$ cat config.mk
export PLATFORM = sky130hd
export DESIGN_NAME = integer_to_radix_text_flat
export DESIGN_NICKNAME = d
export VERILOG_FILES = /design/src/rtl/core/itrt_pkg.sv /design/src/rtl/core/itrt_if.sv /design/src/rtl/core/itrt_divider.sv /design/src/rtl/core/integer_to_radix_text.sv /design/src/flat_wrapper.sv
export VERILOG_INCLUDE_DIRS = /design/src /design/src/rtl/core
export SDC_FILE = /design/constraint.sdc
export NUM_CORES = 1
export LEC_CHECK = 0
export ABC_AREA = 1
export BUFFER_PORTS_ARGS = -buffer_cell sky130_fd_sc_hd__buf_2
export CAP_MARGIN = 20
export CORE_MARGIN = 3
export CORE_UTILIZATION = 45
export CTS_CLUSTER_DIAMETER = 40
export CTS_CLUSTER_SIZE = 30
export DETAILED_ROUTE_END_ITERATION = 10
export PLACE_DENSITY = 0.62
export SYNTH_ARGS = -nofsm -noshare
export SYNTH_HDL_FRONTEND = slang
export SYNTH_SLANG_ARGS = --single-unit
$ cat constraint.sdc
create_clock -name clk -period 28.3 [get_ports clk]
set_input_delay 0 -clock clk [delete_from_list [all_inputs] [get_ports clk]]
set_output_delay 0 -clock clk [all_outputs]
set_load 0.01 [all_outputs]
$ cat src/rtl/core/integer_to_radix_text_assert.svh
// Assertion macros shared by the radix text converter.
`ifndef INTEGER_TO_RADIX_TEXT_ASSERT_SVH
`define INTEGER_TO_RADIX_TEXT_ASSERT_SVH

// Checked only while out of reset.
`define ITRT_CHECK(label, prop, msg) \
  label: assert property (@(posedge clk) disable iff (!rst_n) prop) else $error(msg);

// Checked at every edge, reset included.
`define ITRT_CHECK_ALWAYS(label, prop, msg) \
  label: assert property (@(posedge clk) prop) else $error(msg);

`endif

$ cat src/rtl/core/itrt_pkg.sv
package itrt_pkg;

  localparam int VALUE_W     = 32;
  localparam int MAX_DIGITS  = 32;
  localparam int RADIX_W     = 6;
  localparam int DIGIT_W     = 6;
  localparam int CHAR_W      = 8;
  localparam int CNT_W       = $clog2(MAX_DIGITS + 1);
  localparam int IDX_W       = $clog2(MAX_DIGITS);

  // The divider retires this many quotient bits per cycle.
  localparam int DIV_BITS    = 8;
  localparam int DIV_CHUNKS  = VALUE_W / DIV_BITS;
  localparam int DIV_CNT_W   = (DIV_CHUNKS > 1) ? $clog2(DIV_CHUNKS) : 1;

  localparam logic [RADIX_W-1:0] RADIX_RESET = RADIX_W'(10);
  localparam logic [RADIX_W-1:0] RADIX_MIN   = RADIX_W'(2);
  localparam logic [RADIX_W-1:0] RADIX_MAX   = RADIX_W'(36);

  localparam logic [CHAR_W-1:0] CHAR_NUL   = 8'h00;
  localparam logic [CHAR_W-1:0] CHAR_MINUS = 8'h2d;
  localparam logic [CHAR_W-1:0] CHAR_ZERO  = 8'h30;
  localparam logic [CHAR_W-1:0] CHAR_A     = 8'h61;
  localparam logic [DIGIT_W-1:0] DIGIT_TEN  = DIGIT_W'(10);
  localparam logic [DIGIT_W-1:0] DIGIT_TOP  = DIGIT_W'(35);

  typedef logic [VALUE_W-1:0] value_t;
  typedef logic [RADIX_W-1:0] radix_t;
  typedef logic [DIGIT_W-1:0] digit_t;
  typedef logic [CHAR_W-1:0]  char_t;

  // Micro-operations, one per control word.
  typedef enum logic [5:0] {
    OP_WAIT  = 6'b000001,
    OP_DIV   = 6'b000010,
    OP_STORE = 6'b000100,
    OP_SIGN  = 6'b001000,
    OP_EMIT  = 6'b010000,
    OP_INV   = 6'b100000
  } op_t;

  localparam int STEP_W = 3;
  typedef logic [STEP_W-1:0] step_t;

  localparam step_t STEP_WAIT  = 3'd0;
  localparam step_t STEP_DIV   = 3'd1;
  localparam step_t STEP_STORE = 3'd2;
  localparam step_t STEP_SIGN  = 3'd3;
  localparam step_t STEP_EMIT  = 3'd4;
  localparam step_t STEP_INV   = 3'd5;

  typedef struct packed {
    op_t   op;
    step_t jump;
  } ucode_t;

  typedef struct packed {
    logic load;
    logic step;
    logic clr_rem;
  } div_ctrl_t;

  // Control store. The jump target is taken when the step's condition holds.
  function automatic ucode_t ucode(input step_t step);
    ucode_t w;
    case (step)
      STEP_WAIT:  w = '{op: OP_WAIT,  jump: STEP_INV};
      STEP_DIV:   w = '{op: OP_DIV,   jump: STEP_DIV};
      STEP_STORE: w = '{op: OP_STORE, jump: STEP_DIV};
      STEP_SIGN:  w = '{op: OP_SIGN,  jump: STEP_EMIT};
      STEP_EMIT:  w = '{op: OP_EMIT,  jump: STEP_WAIT};
      STEP_INV:   w = '{op: OP_INV,   jump: STEP_WAIT};
      default:    w = '{op: OP_WAIT,  jump: STEP_WAIT};
    endcase
    return w;
  endfunction

  function automatic char_t digit_char(input digit_t d);
    char_t c;
    if (d < DIGIT_TEN) begin
      c = CHAR_ZERO + CHAR_W'(d);
    end else if (d <= DIGIT_TOP) begin
      c = CHAR_A + CHAR_W'(d - DIGIT_TEN);
    end else begin
      c = CHAR_ZERO;
    end
    return c;
  endfunction

endpackage

$ cat src/rtl/core/itrt_if.sv
interface itrt_in_if import itrt_pkg::*; ();
  logic   valid;
  logic   ready;
  value_t value;

  modport source (output valid, output value, input ready);
  modport sink   (input valid, input value, output ready);
endinterface

interface itrt_out_if import itrt_pkg::*; ();
  logic  valid;
  logic  ready;
  char_t char_code;
  logic  last;
  logic  radix_invalid;

  modport source (output valid, output char_code, output last, output radix_invalid,
                  input ready);
  modport sink   (input valid, input char_code, input last, input radix_invalid,
                  output ready);
endinterface

$ cat src/rtl/core/itrt_divider.sv
module itrt_divider import itrt_pkg::*; (
  input  logic      clk,
  input  div_ctrl_t ctrl,
  input  value_t    load_val,
  input  radix_t    radix,
  output value_t    quot,
  output digit_t    rem
);

  value_t q_r, q_nxt;
  digit_t rem_r, rem_nxt;

  // Restoring division, one chunk of dividend bits per stepped cycle. The
  // partial remainder stays below the radix, so each bit step is a 7-bit compare.
  always_comb begin
    logic [DIGIT_W:0]    t;
    logic [DIV_BITS-1:0] qbits;
    digit_t              r;
    r     = rem_r;
    qbits = '0;
    for (int i = 0; i < DIV_BITS; i++) begin
      t = {r, q_r[VALUE_W-1-i]};
      if (t >= {1'b0, radix}) begin
        r = DIGIT_W'(t - {1'b0, radix});
        qbits[DIV_BITS-1-i] = 1'b1;
      end else begin
        r = t[DIGIT_W-1:0];
      end
    end

    q_nxt   = q_r;
    rem_nxt = rem_r;
    if (ctrl.load) begin
      q_nxt   = load_val;
      rem_nxt = '0;
    end else if (ctrl.step) begin
      q_nxt   = {q_r[VALUE_W-DIV_BITS-1:0], qbits};
      rem_nxt = r;
    end else if (ctrl.clr_rem) begin
      rem_nxt = '0;
    end
  end

  always_ff @(posedge clk) begin
    q_r   <= q_nxt;
    rem_r <= rem_nxt;
  end

  assign quot = q_r;
  assign rem  = rem_r;

endmodule

$ cat src/rtl/core/integer_to_radix_text.sv
// Signed integer to ASCII text converter.
// in_ch carries one two's complement value per item; out_ch returns its text
// one character per item, most significant first, with '-' leading for a
// negative value and last set on the final character. The radix comes from
// cfg_wdata, written when cfg_we is high; change it only while idle.
// A radix outside 2..36 yields one item with char_code 0, last and
// radix_invalid set, loaded by the invalid step once the output slot is free.
// A small control store sequences the work. Each digit is worked out in the
// shared divider, eight quotient bits a cycle, and then written by the store step.
// After the last digit the sign step and then the emit step send the text,
// one character per cycle while out_ch is ready.
// The next value is taken as soon as the last character sits in the output
// register. If out_ch stalls, the sequence holds at its sign, emit or invalid
// step with the pending character kept in the output register.
// After reset the radix is 10 and the block waits for its first item; the
// digit store needs no clearing since each digit is written before use.
module integer_to_radix_text import itrt_pkg::*; (
  input  logic              clk,
  input  logic              rst_n,
  itrt_in_if.sink           in_ch,
  itrt_out_if.source        out_ch,
  input  logic              cfg_we,
  input  logic [RADIX_W-1:0] cfg_wdata
);

  radix_t                radix_r;
  step_t                 step_r, step_nxt;
  logic [DIV_CNT_W-1:0]  div_cnt_r, div_cnt_nxt;
  logic [CNT_W-1:0]      count_r, count_nxt;
  logic [IDX_W-1:0]      idx_r, idx_nxt;
  logic                  neg_r, neg_nxt;

  logic                  out_valid_r;
  char_t                 out_char_r;
  logic                  out_last_r;
  logic                  out_inv_r;

  logic                  out_load;
  char_t                 out_char_nxt;
  logic                  out_last_nxt;
  logic                  out_inv_nxt;

  digit_t                store [MAX_DIGITS];
  digit_t                rd_data_r;
  logic                  store_we;

  ucode_t                uw;
  div_ctrl_t             dctl;
  value_t                mag;
  value_t                quot;
  digit_t                rem;
  logic                  radix_ok;
  logic                  slot_free;
  logic                  accept;

  assign uw        = ucode(step_r);
  assign radix_ok  = (radix_r >= RADIX_MIN) && (radix_r <= RADIX_MAX);
  assign slot_free = !out_valid_r || out_ch.ready;
  assign in_ch.ready = (uw.op == OP_WAIT);
  assign accept    = in_ch.valid && in_ch.ready;
  assign mag       = in_ch.value[VALUE_W-1] ? (VALUE_W'(0) - in_ch.value) : in_ch.value;

  itrt_divider u_div (
    .clk      (clk),
    .ctrl     (dctl),
    .load_val (mag),
    .radix    (radix_r),
    .quot     (quot),
    .rem      (rem)
  );

  always_comb begin
    step_nxt     = step_r;
    div_cnt_nxt  = div_cnt_r;
    count_nxt    = count_r;
    idx_nxt      = idx_r;
    neg_nxt      = neg_r;
    dctl         = '0;
    store_we     = 1'b0;
    out_load     = 1'b0;
    out_char_nxt = CHAR_NUL;
    out_last_nxt = 1'b0;
    out_inv_nxt  = 1'b0;

    case (uw.op)
      OP_WAIT: begin
        if (accept) begin
          dctl.load   = 1'b1;
          div_cnt_nxt = '0;
          count_nxt   = '0;
          if (radix_ok) begin
            neg_nxt  = in_ch.value[VALUE_W-1];
            step_nxt = step_r + STEP_W'(1);
          end else begin
            neg_nxt  = 1'b0;
            step_nxt = uw.jump;
          end
        end
      end
      OP_DIV: begin
        dctl.step = 1'b1;
        if (div_cnt_r == DIV_CNT_W'(DIV_CHUNKS - 1)) begin
          div_cnt_nxt = '0;
          step_nxt    = step_r + STEP_W'(1);
        end else begin
          div_cnt_nxt = div_cnt_r + DIV_CNT_W'(1);
        end
      end
      OP_STORE: begin
        store_we     = 1'b1;
        dctl.clr_rem = 1'b1;
        count_nxt    = count_r + CNT_W'(1);
        if ((quot != '0) && (count_nxt < CNT_W'(MAX_DIGITS))) begin
          step_nxt = uw.jump;
        end else begin
          step_nxt = step_r + STEP_W'(1);
        end
      end
      OP_SIGN: begin
        // Point the store read at the most significant digit.
        idx_nxt = IDX_W'(count_r - CNT_W'(1));
        if (!neg_r) begin
          step_nxt = step_r + STEP_W'(1);
        end else if (slot_free) begin
          out_load     = 1'b1;
          out_char_nxt = CHAR_MINUS;
          step_nxt     = step_r + STEP_W'(1);
        end
      end
      OP_EMIT: begin
        if (slot_free) begin
          out_load     = 1'b1;
          out_char_nxt = digit_char(rd_data_r);
          out_last_nxt = (idx_r == '0);
          if (idx_r == '0) begin
            step_nxt = uw.jump;
          end else begin
            idx_nxt = idx_r - IDX_W'(1);
          end
        end
      end
      OP_INV: begin
        if (slot_free) begin
          out_load     = 1'b1;
          out_char_nxt = CHAR_NUL;
          out_last_nxt = 1'b1;
          out_inv_nxt  = 1'b1;
          step_nxt     = uw.jump;
        end
      end
      default: begin
        step_nxt = STEP_WAIT;
      end
    endcase
  end

  always_ff @(posedge clk) begin
    if (!rst_n) begin
      radix_r     <= RADIX_RESET;
      step_r      <= STEP_WAIT;
      div_cnt_r   <= '0;
      count_r     <= '0;
      idx_r       <= '0;
      neg_r       <= 1'b0;
      out_valid_r <= 1'b0;
    end else begin
      if (cfg_we) begin
        radix_r <= cfg_wdata;
      end
      step_r    <= step_nxt;
      div_cnt_r <= div_cnt_nxt;
      count_r   <= count_nxt;
      idx_r     <= idx_nxt;
      neg_r     <= neg_nxt;
      if (out_load) begin
        out_valid_r <= 1'b1;
      end else if (out_ch.ready) begin
        out_valid_r <= 1'b0;
      end
    end
  end

  always_ff @(posedge clk) begin
    if (out_load) begin
      out_char_r <= out_char_nxt;
      out_last_r <= out_last_nxt;
      out_inv_r  <= out_inv_nxt;
    end
  end

  // Digit store: written while dividing, read back in reverse order.
  always_ff @(posedge clk) begin
    if (store_we) begin
      store[count_r[IDX_W-1:0]] <= rem;
    end
    rd_data_r <= store[idx_nxt];
  end

  assign out_ch.valid         = out_valid_r;
  assign out_ch.char_code     = out_char_r;
  assign out_ch.last          = out_last_r;
  assign out_ch.radix_invalid = out_inv_r;

`include "integer_to_radix_text_assert.svh"

  `ITRT_CHECK(a_inv_single, (out_ch.valid && out_ch.radix_invalid) |-> (out_ch.last && (out_ch.char_code == CHAR_NUL)), "invalid radix result must be a lone empty item")
  `ITRT_CHECK(a_count_bound, count_r <= CNT_W'(MAX_DIGITS), "digit count beyond store depth")
  `ITRT_CHECK(a_bad_radix_path, (accept && !radix_ok) |=> (step_r == STEP_INV), "bad radix did not reach the invalid step")
  `ITRT_CHECK(a_no_emit_in_div, ((uw.op == OP_DIV) || (uw.op == OP_STORE)) |-> !out_load, "output loaded while dividing")
  `ITRT_CHECK_ALWAYS(a_reset_idle, !rst_n |=> ((step_r == STEP_WAIT) && !out_valid_r), "reset did not return to idle")

endmodule

$ cat src/flat_wrapper.sv
// flat-port wrapper written by rule: the top's interface ports become plain ports
module integer_to_radix_text_flat import itrt_pkg::*;
  (clk, rst_n, cfg_we, cfg_wdata, in_ch_valid, in_ch_value, in_ch_ready, out_ch_valid, out_ch_char_code, out_ch_last, out_ch_radix_invalid, out_ch_ready);
  itrt_in_if in_ch_i ();
  itrt_out_if out_ch_i ();
  input  logic clk;
  input  logic rst_n;
  input  logic cfg_we;
  input  logic [RADIX_W-1:0] cfg_wdata;
  input wire logic [$bits(in_ch_i.valid)-1:0] in_ch_valid;
  input wire logic [$bits(in_ch_i.value)-1:0] in_ch_value;
  output wire logic [$bits(in_ch_i.ready)-1:0] in_ch_ready;
  output wire logic [$bits(out_ch_i.valid)-1:0] out_ch_valid;
  output wire logic [$bits(out_ch_i.char_code)-1:0] out_ch_char_code;
  output wire logic [$bits(out_ch_i.last)-1:0] out_ch_last;
  output wire logic [$bits(out_ch_i.radix_invalid)-1:0] out_ch_radix_invalid;
  input wire logic [$bits(out_ch_i.ready)-1:0] out_ch_ready;
  assign in_ch_i.valid = in_ch_valid;
  assign in_ch_i.value = in_ch_value;
  assign in_ch_ready = in_ch_i.ready;
  assign out_ch_valid = out_ch_i.valid;
  assign out_ch_char_code = out_ch_i.char_code;
  assign out_ch_last = out_ch_i.last;
  assign out_ch_radix_invalid = out_ch_i.radix_invalid;
  assign out_ch_i.ready = out_ch_ready;
  integer_to_radix_text u_core (.clk(clk), .rst_n(rst_n), .in_ch(in_ch_i), .out_ch(out_ch_i), .cfg_we(cfg_we), .cfg_wdata(cfg_wdata));
endmodule
# ---- Word level (Yosys, flattened, before mapping)
# Memories as Yosys holds them, arrays and structs flattened. A register that Yosys moved wholly into a read port is not among the register bits.
# Cells that the tools add are included.
dict set report word_totals {
  mem_bits_rw 192
  elab_cells 139
  output_inout_bits 12
  n_memories 1
  input_bits 43
  ff_bits 72
}
# name words width read_ports rd_clocked_by_memory_dff write_ports line
set mem_list {}
lappend mem_list {u_core.store 32 6 1 1 1 integer_to_radix_text.sv:43} ;# digit_t store [MAX_DIGITS];
dict set report op_classes {
  n_mux 60
  eq_ne 18
  reduce_logical 18
  n_addsub 17
  order_cmp 13
}
# operator n
set ops {}
lappend ops {{$mux W32} 3}
lappend ops {{$mux W6} 12}
lappend ops {{$ge A7 B6 Y1} 8}
lappend ops {{$pmux W9 S6} 1}
lappend ops {{$sub A6 B6 Y6} 8}
lappend ops {{$mux W8} 4}
lappend ops {{$reduce_bool A32 Y1} 1}
lappend ops {{$sub A1 B32 Y32 const A} 1}
lappend ops {{$mux W3} 9}
lappend ops {{$mux W1} 20}
lappend ops {{$pmux W3 S6} 1}
lappend ops {{$pmux W8 S2} 1}
lappend ops {{$le A6 B6 Y1 const B} 2}
lappend ops {{$pmux W6 S2} 1}
lappend ops {{$mux W5} 2}
lappend ops {{$pmux W5 S2} 1}
lappend ops {{$reduce_bool A2 Y1} 5}
lappend ops {{$sub A5 B1 Y5 const B} 2}
lappend ops {{$add A7 B8 Y8 const A} 1}
lappend ops {{$ne A2 B1 Y1 const B} 4}
lappend ops {{$add A6 B6 Y7 const A} 1}
lappend ops {{$sub A6 B4 Y7 const B} 1}
lappend ops {{$add A6 B1 Y6 const B} 1}
lappend ops {{$eq A3 B2 Y1 const B} 2}
lappend ops {{27 further kinds} 34}

# ---- Depth between registers and ports, before layout
dict set report logic_depth {
  ltp_word 18
  ltp_mapped 92
  ltp_nobuf 90
}

# ---- By module
# Synthesis repeated with hierarchy kept, for this count alone.
dict set report unflattened {
  cells_unflattened 1784
  area_unflattened_um2 15985.3
}
# mod cells_per_inst area_per_inst_um2 seq_area_each_um2 instances
set modules_own_cells {}
lappend modules_own_cells {integer_to_radix_text 1159 11511.0 6666.4 1}
lappend modules_own_cells {itrt_divider 625 4474.3 1081.0 1}

# ---- Worst setup path before layout
# OpenSTA, ideal clock, no wires.
dict set report synth_timing {
  path_type {register -> register}
  startpoint {reg u_core.radix_r[1]}
  endpoint {reg u_core.u_div.q_r[0], in the netlist u_core.u_div.quot[0] (data pin)}
  slack_ns 16.404
  required_time_ns 28.033
  synth_period_minus_slack_ns 11.896
  n_path_buf 3
  stages_incl_launch_ff 88
  t_arrival_ns 11.629
  setup_time_ns 0.267
  cell_sequence {dfxtp_1 -> inv_1 -> ha_1 -> nand3_1 -> nand2_1 -> nand2_2 -> nand3_4 -> nand2_1 -> nand2_1 -> ha_1 -> a21oi_1 -> nand2_1 -> nand2_1 -> nand3_1 -> nand2_2 -> nand3_2 -> buf_6 -> nand2_1 -> (+52 left out) -> nor2_1 -> o21a_1 -> inv_1 -> nor2_4 -> nand3_1 -> nand2_1 -> inv_1 -> ha_1 -> a21oi_1 -> o21ai_0 -> a21oi_1 -> o21bai_1 -> nand2_1 -> nand2_1 -> inv_1 -> nand3_4 -> nand2_1 -> o21ai_0}
}
dict set report synth_between {
  elab_chain_cells 18
  word_cells_on_any_way 25
  cone_classes {add/sub (7); order compare (8); mux (10)}
}
# item line
set synth_lines {}
lappend synth_lines {{start, declared} integer_to_radix_text.sv:26} ;# radix_t radix_r;
lappend synth_lines {{start signal, assigned} integer_to_radix_text.sv:168} ;# radix_r <= cfg_wdata;
lappend synth_lines {{$sub A6 B6 Y6 / $ge A7 B6 Y1 (equally long branches)} {itrt_divider.sv:24, itrt_divider.sv:23}}
lappend synth_lines {{$mux W6} itrt_divider.sv:23} ;# if (t >= {1'b0, radix}) begin
lappend synth_lines {{$sub A6 B6 Y6 / $ge A7 B6 Y1 (equally long branches)} {itrt_divider.sv:24, itrt_divider.sv:23}}
lappend synth_lines {{$mux W6} itrt_divider.sv:23}
lappend synth_lines {{$sub A6 B6 Y6 / $ge A7 B6 Y1 (equally long branches)} {itrt_divider.sv:24, itrt_divider.sv:23}}
lappend synth_lines {{$mux W6} itrt_divider.sv:23}
lappend synth_lines {{$sub A6 B6 Y6 / $ge A7 B6 Y1 (equally long branches)} {itrt_divider.sv:24, itrt_divider.sv:23}}
lappend synth_lines {{$mux W6} itrt_divider.sv:23}
lappend synth_lines {{(+3 left out)} -}
lappend synth_lines {{$mux W6} itrt_divider.sv:23}
lappend synth_lines {{$sub A6 B6 Y6 / $ge A7 B6 Y1 (equally long branches)} {itrt_divider.sv:24, itrt_divider.sv:23}}
lappend synth_lines {{$mux W6} itrt_divider.sv:23}
lappend synth_lines {{$ge A7 B6 Y1 (*)} itrt_divider.sv:23}
lappend synth_lines {{$mux W1 (*)} itrt_divider.sv:23}
lappend synth_lines {{$mux W32 (*)} itrt_divider.sv:36} ;# end else if (ctrl.step) begin
lappend synth_lines {{$mux W32 (*)} itrt_divider.sv:33} ;# if (ctrl.load) begin
lappend synth_lines {{net u_core.u_div.q_nxt[0]} itrt_divider.sv:10} ;# value_t q_r, q_nxt;
lappend synth_lines {{end signal, assigned} itrt_divider.sv:45} ;# q_r <= q_nxt;
lappend synth_lines {{end, declared} itrt_divider.sv:10}
# The timed path passes the listed nets; every way through them passes the cells marked *. The select of a mux whose other input is x is not followed.
# A chain may end at the register's enable or synchronous reset.

# ---- Worst setup path after layout
# Same ends and word-level chain as after synthesis.

==> results_dict.tcl <==
set metrics [dict create \
    synth_seq_area_share 0.5121 \
    n_antenna_cell 0 \
    grt_pass1_vias 11430 \
    gr-total-overflow 0 \
    drt-wirelength-per-cell_um 17.50 \
    yosys.cell_types.count 55 \
    finalCritPeriodShare 0.4811 \
    area_delta_synth_final_pct 17.38 \
    insertion_delay_ns 0.54 \
    cp.required_ns 28.56 \
    ys.flop_type "edfxtp_1" \
    cts.clk_slew.worst_paths_ns 0.06 \
    fin_crit_ns 13.62 \
    avgSynthCellArea_um2 9.491 \
    drt_pass1_iterations 6 \
    viasPerCell 5.419 \
    slew_headroom 0.3273 \
    drive_above_1_share 0.1105 \
    fillers 2931 \
    r2r-start "u_core.radix_r[1]$_SDFFE_PN1P_" \
    syn-num-nets 1713 \
    final_antenna_net_count 0 \
    r2r_end "u_core.u_div.quot[0]$_DFFE_PP_" \
    vias 11760 \
    crit_arrival_ns 13.88 \
    fmax_ghz 0.07345 \
    rsz0062_at_grt "no" \
    design.core.area_mm2 0.03287 \
    maxCapViolations 0 \
    min_path_type "in -> reg" \
    drt_wl_total_um 37970 \
    cts_tree "done" \
    grtUsageTotal 0.2114 \
    cp-endpoint "u_core.u_div.quot[0]$_DFFE_PP_" \
    seq_area_mm2 0.007747 \
    io_buffers 54 \
    netlist_area_mm2 0.01513 \
    worstMarginPinSlew_ns 1.008 \
    r2r_cells 85 \
    critPathLaunchType "register" \
    skew_ns 0.01997 \
    grt_pass1_wl_um 60640 \
    drtIter0Drc 917 \
    slowest_delay_ns 0.72 \
    cp-end-kind "register" \
    gp_congestion 0.8712 \
    status "finished clean" \
    reg2reg_slack_ns 14.68 \
    multi_input_area_mm2 0.006588 \
    dieHeight_um 189.4 \
    synth-edff-count 234 \
    holdBufCountCts 54 \
    yosys_warnings 0 \
    criticalPathCategory "reg -> reg" \
    root_buffer "clkbuf_16" \
    crit_fanout 11 \
    crit_path_start "u_core.radix_r[1]$_SDFFE_PN1P_" \
    hpwl_um 24940 \
    tns_ns 0 \
    drc 0 \
    final_util 0.5403 \
    layout_common_cells "nand2_1 (372), edfxtp_1 (234), inv_1 (146)" \
    clk_path_buf_depth 3 \
    clock-sinks 270 \
    io_pins 55 \
    crit_path_frequent_cell "nand2_1" \
    rows 66 \
    worst_hold_slack_ns 0.08246 \
    cts_resized 0 \
    setup_viol 0 \
    fin_nets 1818 \
    critPathSlowestCell "dfxtp_1" \
    hold_violations 0 \
    postCtsSetupBuffers 0 \
    async_flop_share 0 \
    maxSlewViolCount 0 \
    cts_buffers 37 \
    die_area_mm2 0.03586 \
    die_w_um 189.4 \
    grt_max_degree 66 \
    initial_core_util 0.4603 \
    layout_commonest_cell "nand2_1" \
    antenna_found_initial 0 \
    synthesis.instances 1594 \
    ys_ff_latch 270 \
    htreeDepth 2 \
]
[cell families (layout without fill, tap and decap cells)]
group | after synthesis | in the layout | synth area share
AND/OR/NAND/NOR | 646 | 646 | 0.1950
AO/OA/AOI/OAI | 329 | 329 | 0.1319
buffers and inverters | 206 | 340 | 0.05533
adder cells (fa/ha/maj) | 76 | 76 | 0.06683
flip-flops | 270 | 270 | 0.5121
XOR/XNOR | 67 | 67 | 0.03879
[critical path: cells and delay by family (launching register included)]
kind | cells | cell delay [ns]
AO/OA/AOI/OAI | 23 | 3.81
adder cells (fa/ha/maj) | 8 | 2.70
flip-flops | 1 | 0.72
AND/OR/NAND/NOR | 42 | 4.67
buffers and inverters | 12 | 1.38
[flip-flops by register name, summed over array words and instances (netlist names), 3 cells and up]
register	count
u_core.store	192
u_core.u_div.quot	32
u_core.out_ch.char_code	8
u_core.count_r	6
u_core.radix_r	6
u_core.rd_data_r	6
u_core.u_div.rem	6
u_core.idx_r	5
u_core.step_r	3
[layer usage]
layer  global-route usage  wire length (um)
met5                    0                 0
met4              0.07393              1301
met3              0.02425              1824
met2               0.3630             18320
met1               0.2786             16530
[worst min path at each step]
stage,start,to,cells past startpoint
6_report,in_ch_value[2],u_core.u_div.quot[2]$_DFFE_PP_,4
5_1_grt,in_ch_value[2],u_core.u_div.quot[2]$_DFFE_PP_,4
4_1_cts,in_ch_value[2],u_core.u_div.quot[2]$_DFFE_PP_,4
3_5_place_dp,cfg_wdata[3],u_core.radix_r[3]$_SDFFE_PN1P_,3
3_3_place_gp,cfg_wdata[3],u_core.radix_r[3]$_SDFFE_PN1P_,3
2_1_floorplan,cfg_we,u_core.radix_r[1]$_SDFFE_PN1P_,1
[final cells by class]
| class | count | share of cell area |
|---|---|---|
| Clock inverter | 27 | 0.02473 |
| Sequential cell | 270 | 0.4363 |
| Inverter | 150 | 0.03171 |
| Tap cell | 442 | 0.03114 |
| Multi-Input combinational cell | 1118 | 0.3710 |
| Timing Repair Buffer | 122 | 0.05158 |
| Clock buffer | 41 | 0.05355 |
[stage by stage]
| step | instance area, um^2 | setup slack, ns | cells |
|---|---|---|---|
| 2_1_floorplan | 15130 | 16.40 | 1594 |
| 3_3_place_gp | 15830 | 15.30 | 2048 |
| 3_5_place_dp | 15830 | 14.73 | 2048 |
| 4_1_cts | 17760 | 14.71 | 2170 |
| 5_1_grt | 17760 | 13.28 | 2170 |
| 6_report | 17760 | 14.68 | 2170 |
[synthesized netlist by cell type (3+ instances only)]
master	instances	area share
o21ai_0	79	0.026
a32o_1	24	0.016
nor2_4	5	0.0037
xor2_1	44	0.025
dfxtp_1	36	0.048
ha_1	68	0.056
nand2_1	372	0.092
inv_1	146	0.036
edfxtp_1	234	0.46
nand3_1	69	0.023
inv_2	3	0.00074
fa_1	8	0.011
nand2_4	6	0.0045
nor3_1	18	0.0060
nand2_2	13	0.0054
nor4_1	13	0.0054
o41ai_1	4	0.0023
a31oi_1	14	0.0058
a22oi_1	24	0.012
nor3b_1	3	0.0015
nand3_4	8	0.0093
nand3b_1	4	0.0020
buf_4	4	0.0020
o32a_1	5	0.0033
nand3_2	8	0.0053
a21oi_1	144	0.048
xnor2_1	23	0.013
nor2_1	106	0.026
buf_2	12	0.0040
o21ai_1	4	0.0013
buf_6	3	0.0022
clkbuf_1	35	0.0087
nand4_1	13	0.0054
o211ai_1	9	0.0045
o21a_1	4	0.0020
Power is left out: the tool's default activity adds up to more than one toggle a clock period on the data nets, which glitch-free logic cannot reach.
